$ cat config.mk
export PLATFORM = sky130hd
export DESIGN_NAME = matrix_add_sub_multiply
export DESIGN_NICKNAME = d
export VERILOG_FILES = /design/src/mas_pkg.sv /design/src/matrix_add_sub_multiply.sv /design/src/mas_cell.sv /design/src/mas_dot.sv
export SDC_FILE = /design/constraint.sdc
export NUM_CORES = 2
export LEC_CHECK = 0
export ABC_AREA = 1
export BUFFER_PORTS_ARGS = -buffer_cell sky130_fd_sc_hd__buf_2
export CORE_MARGIN = 8
export CORE_UTILIZATION = 40
export DETAILED_ROUTE_END_ITERATION = 10
export PLACE_DENSITY_LB_ADDON = 0.1
export RECOVER_POWER = 100
export SETUP_SLACK_MARGIN = 0.02
export SLEW_MARGIN = 20
export SYNTH_ARGS = -nofsm -noshare
export SYNTH_HDL_FRONTEND = slang
export SYNTH_SLANG_ARGS = --single-unit
$ cat constraint.sdc
create_clock -name clk_i -period 16 [get_ports clk_i]
set_input_delay 0.8 -clock clk_i [delete_from_list [all_inputs] [get_ports clk_i]]
set_output_delay 0.8 -clock clk_i [all_outputs]
set_load 0.005 [all_outputs]
$ cat src/mas_pkg.sv
`timescale 1ns / 1ps
`default_nettype none

package mas_pkg;

  // field widths
  localparam int unsigned DATA_W      = 16;
  localparam int unsigned SUM_W       = 17;
  localparam int unsigned MUL_W       = 32;
  localparam int unsigned PROD_W      = 35;
  localparam int unsigned IDX_OUT_W   = 3;

  // stream widths
  localparam int unsigned IN_TDATA_W  = 32;
  localparam int unsigned OUT_TDATA_W = 80;

  // per-cycle moves of the storage cells
  typedef struct packed {
    logic load;   // shift one position down the ring, top takes the new item
    logic rot_a;  // diagonal rotation of the a grid
    logic rot_b;  // linear rotation of the ring copies
  } cell_ctrl_t;

endpackage

`default_nettype wire

$ cat src/matrix_add_sub_multiply.sv
`timescale 1ns / 1ps
`default_nettype none

// channel   dir  handshake                        payload
// s_axis    in   s_axis_tvalid_i/s_axis_tready_o  tdata: a_value, b_value
// m_axis    out  m_axis_tvalid_o/m_axis_tready_i  tdata: row, col, sum, diff, product;
//                                                 tlast: last
//
// a matrix is loaded as DIM*DIM items (one item per cycle), then issued as DIM*DIM
// results, one result per cycle while the output does not stall; no new item is
// taken before the last issue; the ring reads out one position a cycle while issuing
// issued results pass stage 1 (products, sum, diff) and then the output register
// reset clears control only, the storage cells hold nothing defined until loaded
// a stalled output freezes issue and the whole result pipeline; loading resumes
// once the last position is issued, while results may still drain

module matrix_add_sub_multiply #(
  parameter int unsigned DIM = 3
) (
  input  wire logic                                clk_i,
  input  wire logic                                rst_ni,
  input  wire logic                                s_axis_tvalid_i,
  output logic                                     s_axis_tready_o,
  // a_value [15:0], b_value [31:16]
  input  wire logic [mas_pkg::IN_TDATA_W-1:0]      s_axis_tdata_i,
  output logic                                     m_axis_tvalid_o,
  input  wire logic                                m_axis_tready_i,
  // row [2:0], col [5:3], sum_value [22:6], diff_value [39:23],
  // product_value [74:40], zero [79:75]
  output logic [mas_pkg::OUT_TDATA_W-1:0]          m_axis_tdata_o,
  output logic                                     m_axis_tlast_o
);
  import mas_pkg::*;

  localparam int unsigned CELLS = DIM * DIM;
  localparam int unsigned CNT_W = $clog2(CELLS);
  localparam int unsigned IDX_W = $clog2(DIM);

  typedef enum logic [1:0] {
    ST_LOAD = 2'b01,
    ST_RUN  = 2'b10
  } state_e;

  state_e             state_q, state_d;
  logic [CNT_W-1:0]   load_cnt_q, load_cnt_d;
  logic [IDX_W-1:0]   r_q, r_d;
  logic [IDX_W-1:0]   c_q, c_d;
  cell_ctrl_t         ctrl;

  logic in_acc;
  logic en;
  logic issue;
  logic last0;

  logic signed [DATA_W-1:0] in_a;
  logic signed [DATA_W-1:0] in_b;

  // storage: grid a for row taps, linear a/b for sum/diff, linear b for column taps
  logic signed [DATA_W-1:0] grid  [CELLS];
  logic signed [DATA_W-1:0] lin_a [CELLS];
  logic signed [DATA_W-1:0] lin_b [CELLS];
  logic signed [DATA_W-1:0] lin_a_top;
  logic signed [DATA_W-1:0] lin_b_top;

  logic signed [DATA_W-1:0] a_row [DIM];
  logic signed [DATA_W-1:0] b_col [DIM];
  logic signed [PROD_W-1:0] dot;

  // stage 1 and output registers
  logic                     s1_valid_q, s1_valid_d;
  logic signed [SUM_W-1:0]  s1_sum_q, s1_diff_q;
  logic [IDX_OUT_W-1:0]     s1_row_q, s1_col_q;
  logic                     s1_last_q;

  logic                     out_valid_q, out_valid_d;
  logic signed [SUM_W-1:0]  out_sum_q, out_diff_q;
  logic signed [PROD_W-1:0] out_prod_q;
  logic [IDX_OUT_W-1:0]     out_row_q, out_col_q;
  logic                     out_last_q;

  assign in_a = s_axis_tdata_i[DATA_W-1:0];
  assign in_b = s_axis_tdata_i[2*DATA_W-1:DATA_W];

  assign s_axis_tready_o = (state_q == ST_LOAD);
  assign in_acc          = s_axis_tvalid_i && s_axis_tready_o;
  assign en              = !out_valid_q || m_axis_tready_i;
  assign issue           = en && (state_q == ST_RUN);
  assign last0           = (r_q == IDX_W'(DIM - 1)) && (c_q == IDX_W'(DIM - 1));

  // sequencer: load count, then row and column of the issued result
  always_comb begin
    state_d    = state_q;
    load_cnt_d = load_cnt_q;
    r_d        = r_q;
    c_d        = c_q;
    ctrl       = '0;
    unique case (state_q)
      ST_LOAD: begin
        if (in_acc) begin
          ctrl.load = 1'b1;
          if (load_cnt_q == CNT_W'(CELLS - 1)) begin
            load_cnt_d = '0;
            r_d        = '0;
            c_d        = '0;
            state_d    = ST_RUN;
          end else begin
            load_cnt_d = load_cnt_q + CNT_W'(1);
          end
        end
      end
      ST_RUN: begin
        if (en) begin
          ctrl.rot_b = 1'b1;
          if (c_q == IDX_W'(DIM - 1)) begin
            c_d        = '0;
            ctrl.rot_a = 1'b1;
            if (r_q == IDX_W'(DIM - 1)) begin
              r_d     = '0;
              state_d = ST_LOAD;
            end else begin
              r_d = r_q + IDX_W'(1);
            end
          end else begin
            c_d = c_q + IDX_W'(1);
          end
        end
      end
      default: begin
        state_d = ST_LOAD;
      end
    endcase
  end

  always_ff @(posedge clk_i or negedge rst_ni) begin
    if (!rst_ni) begin
      state_q    <= ST_LOAD;
      load_cnt_q <= '0;
      r_q        <= '0;
      c_q        <= '0;
    end else begin
      state_q    <= state_d;
      load_cnt_q <= load_cnt_d;
      r_q        <= r_d;
      c_q        <= c_d;
    end
  end

  // top of the linear ring takes the new item on load, wraps cell 0 on rotation
  assign lin_a_top = ctrl.load ? in_a : lin_a[0];
  assign lin_b_top = ctrl.load ? in_b : lin_b[0];

  // after t rotations cell j of the linear ring holds element (j + t) mod CELLS;
  // after r diagonal moves grid cell (i, j) holds a[(i + r) mod DIM][(j + r) mod DIM]
  for (genvar j = 0; j < CELLS; j++) begin : g_cell
    localparam int unsigned GI   = j / DIM;
    localparam int unsigned GJ   = j % DIM;
    localparam int unsigned DIAG = ((GI + 1) % DIM) * DIM + ((GJ + 1) % DIM);
    localparam int unsigned NXT  = (j + 1) % CELLS;

    logic signed [DATA_W-1:0] grid_load;
    logic signed [DATA_W-1:0] lin_a_in;
    logic signed [DATA_W-1:0] lin_b_in;

    if (j == CELLS - 1) begin : g_top
      assign grid_load = in_a;
      assign lin_a_in  = lin_a_top;
      assign lin_b_in  = lin_b_top;
    end else begin : g_mid
      assign grid_load = grid[NXT];
      assign lin_a_in  = lin_a[NXT];
      assign lin_b_in  = lin_b[NXT];
    end

    mas_cell u_cell (
      .clk_i       (clk_i),
      .ctrl_i      (ctrl),
      .grid_load_i (grid_load),
      .grid_diag_i (grid[DIAG]),
      .lin_a_i     (lin_a_in),
      .lin_b_i     (lin_b_in),
      .grid_o      (grid[j]),
      .lin_a_o     (lin_a[j]),
      .lin_b_o     (lin_b[j])
    );
  end

  // row taps pair a[r][(k + r) mod DIM] with b[(k + r) mod DIM][c]
  for (genvar k = 0; k < DIM; k++) begin : g_tap
    assign a_row[k] = grid[k];
    assign b_col[k] = lin_b[k * DIM];
  end

  mas_dot #(
    .DIM (DIM)
  ) u_dot (
    .clk_i (clk_i),
    .en_i  (en),
    .a_i   (a_row),
    .b_i   (b_col),
    .dot_o (dot)
  );

  assign s1_valid_d  = en ? issue : s1_valid_q;
  assign out_valid_d = en ? s1_valid_q : out_valid_q;

  always_ff @(posedge clk_i or negedge rst_ni) begin
    if (!rst_ni) begin
      s1_valid_q  <= 1'b0;
      out_valid_q <= 1'b0;
    end else begin
      s1_valid_q  <= s1_valid_d;
      out_valid_q <= out_valid_d;
    end
  end

  // cell 0 of the linear ring holds the element at the issued position
  always_ff @(posedge clk_i) begin
    if (en) begin
      s1_sum_q   <= {lin_a[0][DATA_W-1], lin_a[0]} + {lin_b[0][DATA_W-1], lin_b[0]};
      s1_diff_q  <= {lin_a[0][DATA_W-1], lin_a[0]} - {lin_b[0][DATA_W-1], lin_b[0]};
      s1_row_q   <= IDX_OUT_W'(r_q);
      s1_col_q   <= IDX_OUT_W'(c_q);
      s1_last_q  <= last0;
      out_sum_q  <= s1_sum_q;
      out_diff_q <= s1_diff_q;
      out_prod_q <= dot;
      out_row_q  <= s1_row_q;
      out_col_q  <= s1_col_q;
      out_last_q <= s1_last_q;
    end
  end

  assign m_axis_tvalid_o = out_valid_q;
  assign m_axis_tlast_o  = out_last_q;
  assign m_axis_tdata_o  = {
    {(OUT_TDATA_W - 2*IDX_OUT_W - 2*SUM_W - PROD_W){1'b0}},
    out_prod_q, out_diff_q, out_sum_q, out_col_q, out_row_q
  };

  // the final load item starts issue at the first position
  a_load_to_run : assert property (@(posedge clk_i) disable iff (!rst_ni)
    (in_acc && (load_cnt_q == CNT_W'(CELLS - 1)))
      |=> (state_q == ST_RUN && r_q == '0 && c_q == '0))
    else $error("issue did not start at position zero after the final load item");

  // issuing the last position hands the ring back to loading
  a_run_to_load : assert property (@(posedge clk_i) disable iff (!rst_ni)
    (issue && last0) |=> (state_q == ST_LOAD && load_cnt_q == '0))
    else $error("load did not resume after the last position was issued");

  // an output item only appears behind a valid stage 1 entry
  a_out_from_s1 : assert property (@(posedge clk_i) disable iff (!rst_ni)
    $rose(out_valid_q) |-> $past(s1_valid_q))
    else $error("output valid without a stage 1 item");

  // the last flag sits on the bottom right position
  a_last_pos : assert property (@(posedge clk_i) disable iff (!rst_ni)
    (m_axis_tvalid_o && m_axis_tlast_o)
      |-> (out_row_q == IDX_OUT_W'(DIM - 1) && out_col_q == IDX_OUT_W'(DIM - 1)))
    else $error("last flag on a position other than the final one");

endmodule

`default_nettype wire

$ cat src/mas_cell.sv
`timescale 1ns / 1ps
`default_nettype none

module mas_cell (
  input  wire logic                             clk_i,
  input  wire mas_pkg::cell_ctrl_t              ctrl_i,
  input  wire logic signed [mas_pkg::DATA_W-1:0] grid_load_i,
  input  wire logic signed [mas_pkg::DATA_W-1:0] grid_diag_i,
  input  wire logic signed [mas_pkg::DATA_W-1:0] lin_a_i,
  input  wire logic signed [mas_pkg::DATA_W-1:0] lin_b_i,
  output logic signed [mas_pkg::DATA_W-1:0]      grid_o,
  output logic signed [mas_pkg::DATA_W-1:0]      lin_a_o,
  output logic signed [mas_pkg::DATA_W-1:0]      lin_b_o
);
  import mas_pkg::*;

  logic signed [DATA_W-1:0] grid_q, grid_d;
  logic signed [DATA_W-1:0] lin_a_q, lin_a_d;
  logic signed [DATA_W-1:0] lin_b_q, lin_b_d;

  always_comb begin
    grid_d  = grid_q;
    lin_a_d = lin_a_q;
    lin_b_d = lin_b_q;
    if (ctrl_i.load) begin
      grid_d = grid_load_i;
    end else if (ctrl_i.rot_a) begin
      grid_d = grid_diag_i;
    end
    if (ctrl_i.load || ctrl_i.rot_b) begin
      lin_a_d = lin_a_i;
      lin_b_d = lin_b_i;
    end
  end

  // payload only, no reset
  always_ff @(posedge clk_i) begin
    grid_q  <= grid_d;
    lin_a_q <= lin_a_d;
    lin_b_q <= lin_b_d;
  end

  assign grid_o  = grid_q;
  assign lin_a_o = lin_a_q;
  assign lin_b_o = lin_b_q;

endmodule

`default_nettype wire

$ cat src/mas_dot.sv
`timescale 1ns / 1ps
`default_nettype none

module mas_dot #(
  parameter int unsigned DIM = 3
) (
  input  wire logic                              clk_i,
  input  wire logic                              en_i,
  input  wire logic signed [mas_pkg::DATA_W-1:0] a_i [DIM],
  input  wire logic signed [mas_pkg::DATA_W-1:0] b_i [DIM],
  output logic signed [mas_pkg::PROD_W-1:0]      dot_o
);
  import mas_pkg::*;

  logic signed [MUL_W-1:0] prod_q [DIM];

  // one multiplier per tap, registered
  always_ff @(posedge clk_i) begin
    if (en_i) begin
      for (int k = 0; k < DIM; k++) begin
        prod_q[k] <= MUL_W'(a_i[k]) * MUL_W'(b_i[k]);
      end
    end
  end

  // short add chain over the registered products
  always_comb begin
    dot_o = '0;
    for (int k = 0; k < DIM; k++) begin
      dot_o = dot_o + {{(PROD_W-MUL_W){prod_q[k][MUL_W-1]}}, prod_q[k]};
    end
  end

endmodule

`default_nettype wire
# Word level (Yosys, flattened, before mapping)
# Memory sizes are Yosys's and may differ from the RTL's.
# Cells that the tools add are included.
[word_totals]
ff_bits = 557
mem_bits_rw = 96
in_bits = 36
out_inout_bits = 83
word_cells = 120
mem_count = 1
[mem_list]
columns = ["memory", "depth", "word_bits", "read_ports", "rd_ports_with_merged_regs", "write_ports", "line_no", "text"]
rows = [
  ["u_dot.prod_q", 3, 32, 3, 0, 3, "mas_dot.sv:15", "logic signed [MUL_W-1:0] prod_q [DIM];"],
]
[op_classes]
addsub = 7
multipliers = 3
eq_ne = 10
n_mux = 43
n_reduce_logical = 12
[ops]
columns = ["op", "count"]
rows = [
  ["$mux W16", 20],
  ["$mul A16 B16 Y32", 3],
  ["$add A35 B35 Y35", 1],
  ["$add A32 B32 Y33", 1],
  ["$mux W2", 14],
  ["$add A16 B16 Y17", 1],
  ["$sub A16 B16 Y17", 1],
  ["$pmux W2 S2", 3],
  ["$reduce_and A5 Y1", 2],
  ["$ne A2 B1 Y1 const B", 4],
  ["$eq A2 B2 Y1 const B", 3],
  ["$mux W1", 5],
  ["$add A2 B1 Y2 const B", 2],
  ["$add A4 B1 Y4 const B", 1],
  ["$eq A4 B4 Y1 const B", 1],
  ["$mux W4", 1],
  ["$reduce_and A4 Y1", 1],
  ["$reduce_bool A2 Y1", 2],
  ["$logic_and A1 B1 Y1", 3],
  ["$eq A2 B1 Y1 const B", 1],
  ["$logic_or A1 B1 Y1", 2],
  ["$ne A2 B2 Y1 const B", 1],
  ["$reduce_and A2 Y1", 1],
  ["$logic_not A1 Y1", 1],
]

# Longest topological paths before layout
[logic_depth]
depth_word = 6
ltp_mapped = 29
ltp_nobuf = 27

# By module
# A second synthesis with hierarchy kept.
[hier_totals]
hier_cells = 6491
area_unflattened_um2 = 59548.4
[modules_own_cells]
columns = ["mod", "n_inst", "cells_each", "area_each_um2", "seq_area_each_um2"]
rows = [
  ["mas_dot", 1, 4887, 37835.0, 2882.8],
  ["mas_cell", 9, 102, 1694.1, 1441.4],
  ["matrix_add_sub_multiply", 1, 686, 6466.2, 3634.7],
]

# Least setup slack after synthesis
# OpenSTA, ideal clock, no wires.
[synth_path]
path_kind = "input port to flip-flop"
startpoint = "input port m_axis_tready_i"
endpoint = "register g_cell[0].u_cell.grid_q[0], enable pin"
setup_time_ns = 0.846
arrival_time_ns = 16.173
t_required_ns = 15.154
path_slack_ns = -1.019
cell_stages = 4
n_path_buf = 0
cell_sequence = "inv_1 nand2_1 nand2_1 o21ai_0"
[synth_between]
elab_chain_cells = 4
[synth_lines]
columns = ["element", "line_no", "text"]
rows = [
  ["start, declared", "matrix_add_sub_multiply.sv:27", "input wire logic m_axis_tready_i,"],
  ["$logic_or A1 B1 Y1", "matrix_add_sub_multiply.sv:86", "assign en = !out_valid_q || m_axis_tready_i;"],
  ["net en", "matrix_add_sub_multiply.sv:51", "logic en;"],
  ["$mux W2", "matrix_add_sub_multiply.sv:112", "if (en) begin"],
  ["$mux W2", "matrix_add_sub_multiply.sv:97", "unique case (state_q)"],
  ["$reduce_bool A2 Y1 (no source line)", "-", ""],
  ["end signal, assigned", "mas_cell.sv:38", "grid_q <= grid_d;"],
  ["end, declared", "mas_cell.sv:17", "logic signed [DATA_W-1:0] grid_q, grid_d;"],
]
# The timed path passes the listed nets, and every way through them passes these cells.
# A chain may end at the register's enable or synchronous reset.

# Final worst setup path
[layout_path]
startpoint = "register state_q[0]"
endpoint = "register g_cell[1].u_cell.grid_q[1], enable pin"
[layout_between]
elab_chain_cells = 5
elab_cells_between_ends = 7
classes_between = "eq/ne (2); mux (3); reduce/logical (2)"
[layout_lines]
columns = ["element", "line_no", "text"]
rows = [
  ["start, declared", "matrix_add_sub_multiply.sv:44", "state_e state_q, state_d;"],
  ["start signal, assigned", "matrix_add_sub_multiply.sv:141", "state_q <= state_d;"],
  ["$eq A2 B1 Y1", "matrix_add_sub_multiply.sv:84, matrix_add_sub_multiply.sv:97", ""],
  ["$logic_and A1 B1 Y1", "matrix_add_sub_multiply.sv:85", "assign in_acc = s_axis_tvalid_i && s_axis_tready_o;"],
  ["$mux W1", "matrix_add_sub_multiply.sv:99", "if (in_acc) begin"],
  ["$mux W1", "matrix_add_sub_multiply.sv:97", ""],
  ["$reduce_bool A2 Y1 (no source line) (*)", "-", ""],
  ["end signal, assigned", "mas_cell.sv:38", ""],
  ["end, declared", "mas_cell.sv:17", ""],
]
# Mark *: on every way between the ends. The rest lies on a longest branch, timed or not.

==> flow_summary_export.csv <==
group,metric,value,unit
synthesis,synth_area,59850,um^2
layout,nets,7852,
clock_tree,cts_buffers,75,
floorplanning,die_y,402.8,um
synthesis,synth-main-ff-cell,"edfxtp_1",
critical_path,crit_required,15.98,ns
floorplanning,num_rows,142,
synthesis,synth.top_cell.area_share,32.06,%
run_status,violations,"capacitance limit, slew limit",
clock_tree,cts_sinks,651,
global_routing,grt_pass1_vias,44016,
layout,syn2layout_area_growth,7.856,%
sta,fmax,0.1088,GHz
route,routed_via_density,4.806,
flow_run,drv_cap,17,
floorplanning,die_w,402.8,um
clock_tree,clock_latency,0.69,ns
sta,slew_headroom,-483.9,%
synthesis,synth.area.top_cells,"edfxtp_1, fa_1, nand2_1",
synthesis,ys_ff_latch,651,
layout,post-route-util,43.25,%
placed_design,gp_congestion,0.9182,
synthesis,ys.warnings.count,0,
clock_tree,cts.reportedPaths.clkPinSlew,0.06,ns
worst_hold_path,hp-start,"g_cell[5].u_cell.lin_a_o[9]$_DFFE_PP_",
synthesis,yosysTopAreaCell,"edfxtp_1",
critical_path,cp.depth,5,
route,drtIter0Drc,2600,
route,drt_pass1_iterations,5,
clock_tree,cts.htree.levels,3,
layout,drive_gt1_share,3.085,%
critical_path,path_cells,"inv_1 -> nor2_1 -> nand2_1 -> o21ai_4 -> clkbuf_1",
critical_path,start_kind,"flip-flop",
global_routing,grt_pass1_wl,264700,um
placed_design,numPortBuffers,111,
global_routing,grt.total_usage,21.17,%
route,drc,0,
critical_path,cp-end-kind,"flip-flop",
critical_path,rrSetupSlack,6.81,ns
critical_path,critPathLaunch,"state_q[0]$_DFFE_PN1P_",
synthesis,yosysMostFrequentCell,"nand2_1",
clock_tree,cts_tree,"done",
sta,tns,0,ns
placed_design,dp.final_hpwl,137200,um
critical_path,path_buf_inv,2,
synthesis,async_flop_share,1.843,%
sta,fin_skew,0.05541,ns
floorplanning,boundaryPins,119,
synthesis,postSynthAreaPerCell,8.970,um^2
synthesis,synth_cells,6672,
global_routing,antenna_found_initial,7,
sta,hold_violations,0,
clock_tree,cts_root_buf,"clkbuf_16",
critical_path,slowest_stage,"clkbuf_1",
sta,rsz0062_at_grt,"false",
synthesis,synth-edff-count,639,
critical_path,critPathTopFamily,"buffers and inverters",
floorplanning,die_area,162300,um^2
floorplanning,coreArea,149200,um^2
clock_tree,post_cts_buffers,0,
critical_path,regToRegEndpoint,"g_cell[1].u_cell.grid_o[1]$_DFFE_PP_",
sta,fin_crit,9.188,ns
global_routing,grt_max_degree,169,
critical_path,reg2reg_depth,5,
clock_tree,clockBufferDepth,3,
critical_path,endpoint,"g_cell[1].u_cell.grid_o[1]$_DFFE_PP_",
sta,slew_viol_final,792,
synthesis,yosysUniqueCellTypes,41,
route,via_count,41761,
critical_path,reg2reg_from,"state_q[0]$_DFFE_PN1P_",
sta,fin_crit_sh,57.43,%
critical_path,path_class,"flip-flop to flip-flop",
synthesis,ys_seq_area_share,32.56,%
layout,nFillCells,14881,
floorplanning,start_util,40.10,%
critical_path,critPathMaxFanout,144,
global_routing,grt-ovfl-total,0,
route,totalWireLength,171000,um
sta,tightest_slew,8.758,ns
run_status,status,"finished, violations left",
route,antenna_left,0,
sta,setup_viol,0,
critical_path,slowest_delay,6.08,ns
critical_path,worstPathArrival,9.17,ns
synthesis,synth_common_cells,"nand2_1, inv_1, fa_1",
route,wl_per_cell,19.68,um
worst_hold_path,min_path_type,"flip-flop to flip-flop",
## registers in the layout, indices dropped and copies added, names as in the netlist, 4 cells and up
signal,cells
load_cnt_q,4
s1_sum_q,17
g_cell.u_cell.grid_o,144
out_sum_q,17
out_prod_q,35
g_cell.u_cell.lin_b_o,144
g_cell.u_cell.lin_a_o,144
u_dot.prod_q,96
out_diff_q,16
s1_diff_q,16
## layer usage
| layer | wire length [um] | vias up | global-route usage, % | part of all wire, % |
|---|---|---|---|---|
| li1 | - | 20026 | - | - |
| met1 | 78950 | 20651 | 29.37 | 46 |
| met2 | 80650 | 866 | 35.56 | 47 |
| met3 | 6566 | 218 | 2.023 | 3.8 |
| met4 | 4847 | 0 | 5.854 | 2.8 |
| met5 | 0 | - | 0 | 0 |
## cells in the final DEF (no fill, tap or decap), types with 3 or more instances in the layout
cell type	netlist	layout
edfxtp_1	639	639
ha_1	345	345
inv_1	1684	1686
clkinv_16	0	5
a21boi_0	4	4
clkinv_1	0	16
buf_4	12	24
a21oi_1	180	182
nor2_2	6	6
a31oi_1	4	4
nor3_1	40	41
a21o_1	8	8
clkbuf_16	0	75
clkinv_2	0	13
nand4_1	65	65
o21ai_1	6	4
nand3b_1	7	7
xor2_1	104	104
o22ai_1	3	3
dfrtp_1	11	11
o21ai_0	176	178
bufinv_16	0	5
xnor2_1	18	18
buf_2	16	60
fa_1	790	790
nor2_1	260	261
conb_1	1	7
clkinvlp_4	0	4
o21a_1	4	4
nand3_1	163	166
clkbuf_1	201	86
o21bai_1	23	23
diode_2	0	3
nand2_1	1867	1875
## kinds of logic after synthesis
kind of cell	synth area share (%)
AOI/OAI and AO/OA	3.675
adders and majority gates	33.64
other	0.006266
and+or+nand+nor	16.15
DFF	32.56
xor gates and xnor gates	1.785
buffers and inverters	12.18
## worst reg2reg max path, stage by stage (launching register included)
cell	delay (ns)
dfstp_2	0.52
inv_1	0.05
nor2_1	0.19
nand2_1	1.10
o21ai_4	0.31
clkbuf_1	6.08
## through the flow
step / area (um^2) / std cells / hold WS, ns / setup WS [ns]
6_report: 64550 / 8689 / 0.3836 / 6.812
5_1_grt: 64550 / 8686 / 0.3828 / 6.075
4_1_cts: 64770 / 8685 / 0.3501 / 9.450
3_5_place_dp: 62300 / 8546 / 0.4045 / 9.457
3_3_place_gp: 62300 / 8546 / 0.4003 / 9.460
2_1_floorplan: 59870 / 6678 / 0.4003 / 2.855
## timing repair
item	4_1_cts	5_1_grt
endpoints found under the hold margin	11	0
setup endpoints to repair	0	0
hold buffers	1	0
resized for setup	0	0
## cell type report
cell class	count	area, um^2	area share [%]
antenna	3	7.507	0.01163
multi-input combinational	4108	33050	51.19
sequential	651	19490	30.19
inverter	1687	6334	9.811
tap	1944	2432	3.768
timing repair buffer	158	780.7	1.209
clock inverter	48	520.5	0.8063
clock buffer	90	1943	3.010
## how the worst min path moves through the flow
stage / slack (ns) / to / cells past startpoint
after floorplan: 0.40 / g_cell[0].u_cell.lin_a_o[0]$_DFFE_PP_ / 0
after global placement: 0.40 / g_cell[2].u_cell.lin_a_o[1]$_DFFE_PP_ / 0
after detailed placement: 0.40 / g_cell[0].u_cell.lin_a_o[11]$_DFFE_PP_ / 0
after CTS: 0.35 / g_cell[8].u_cell.lin_b_o[12]$_DFFE_PP_ / 3
after global routing: 0.38 / g_cell[4].u_cell.lin_a_o[9]$_DFFE_PP_ / 0
final: 0.38 / g_cell[4].u_cell.lin_a_o[9]$_DFFE_PP_ / 0
Power is left out: the tool's default activity adds up to more than one toggle a clock period on the data nets, which glitch-free logic cannot reach.
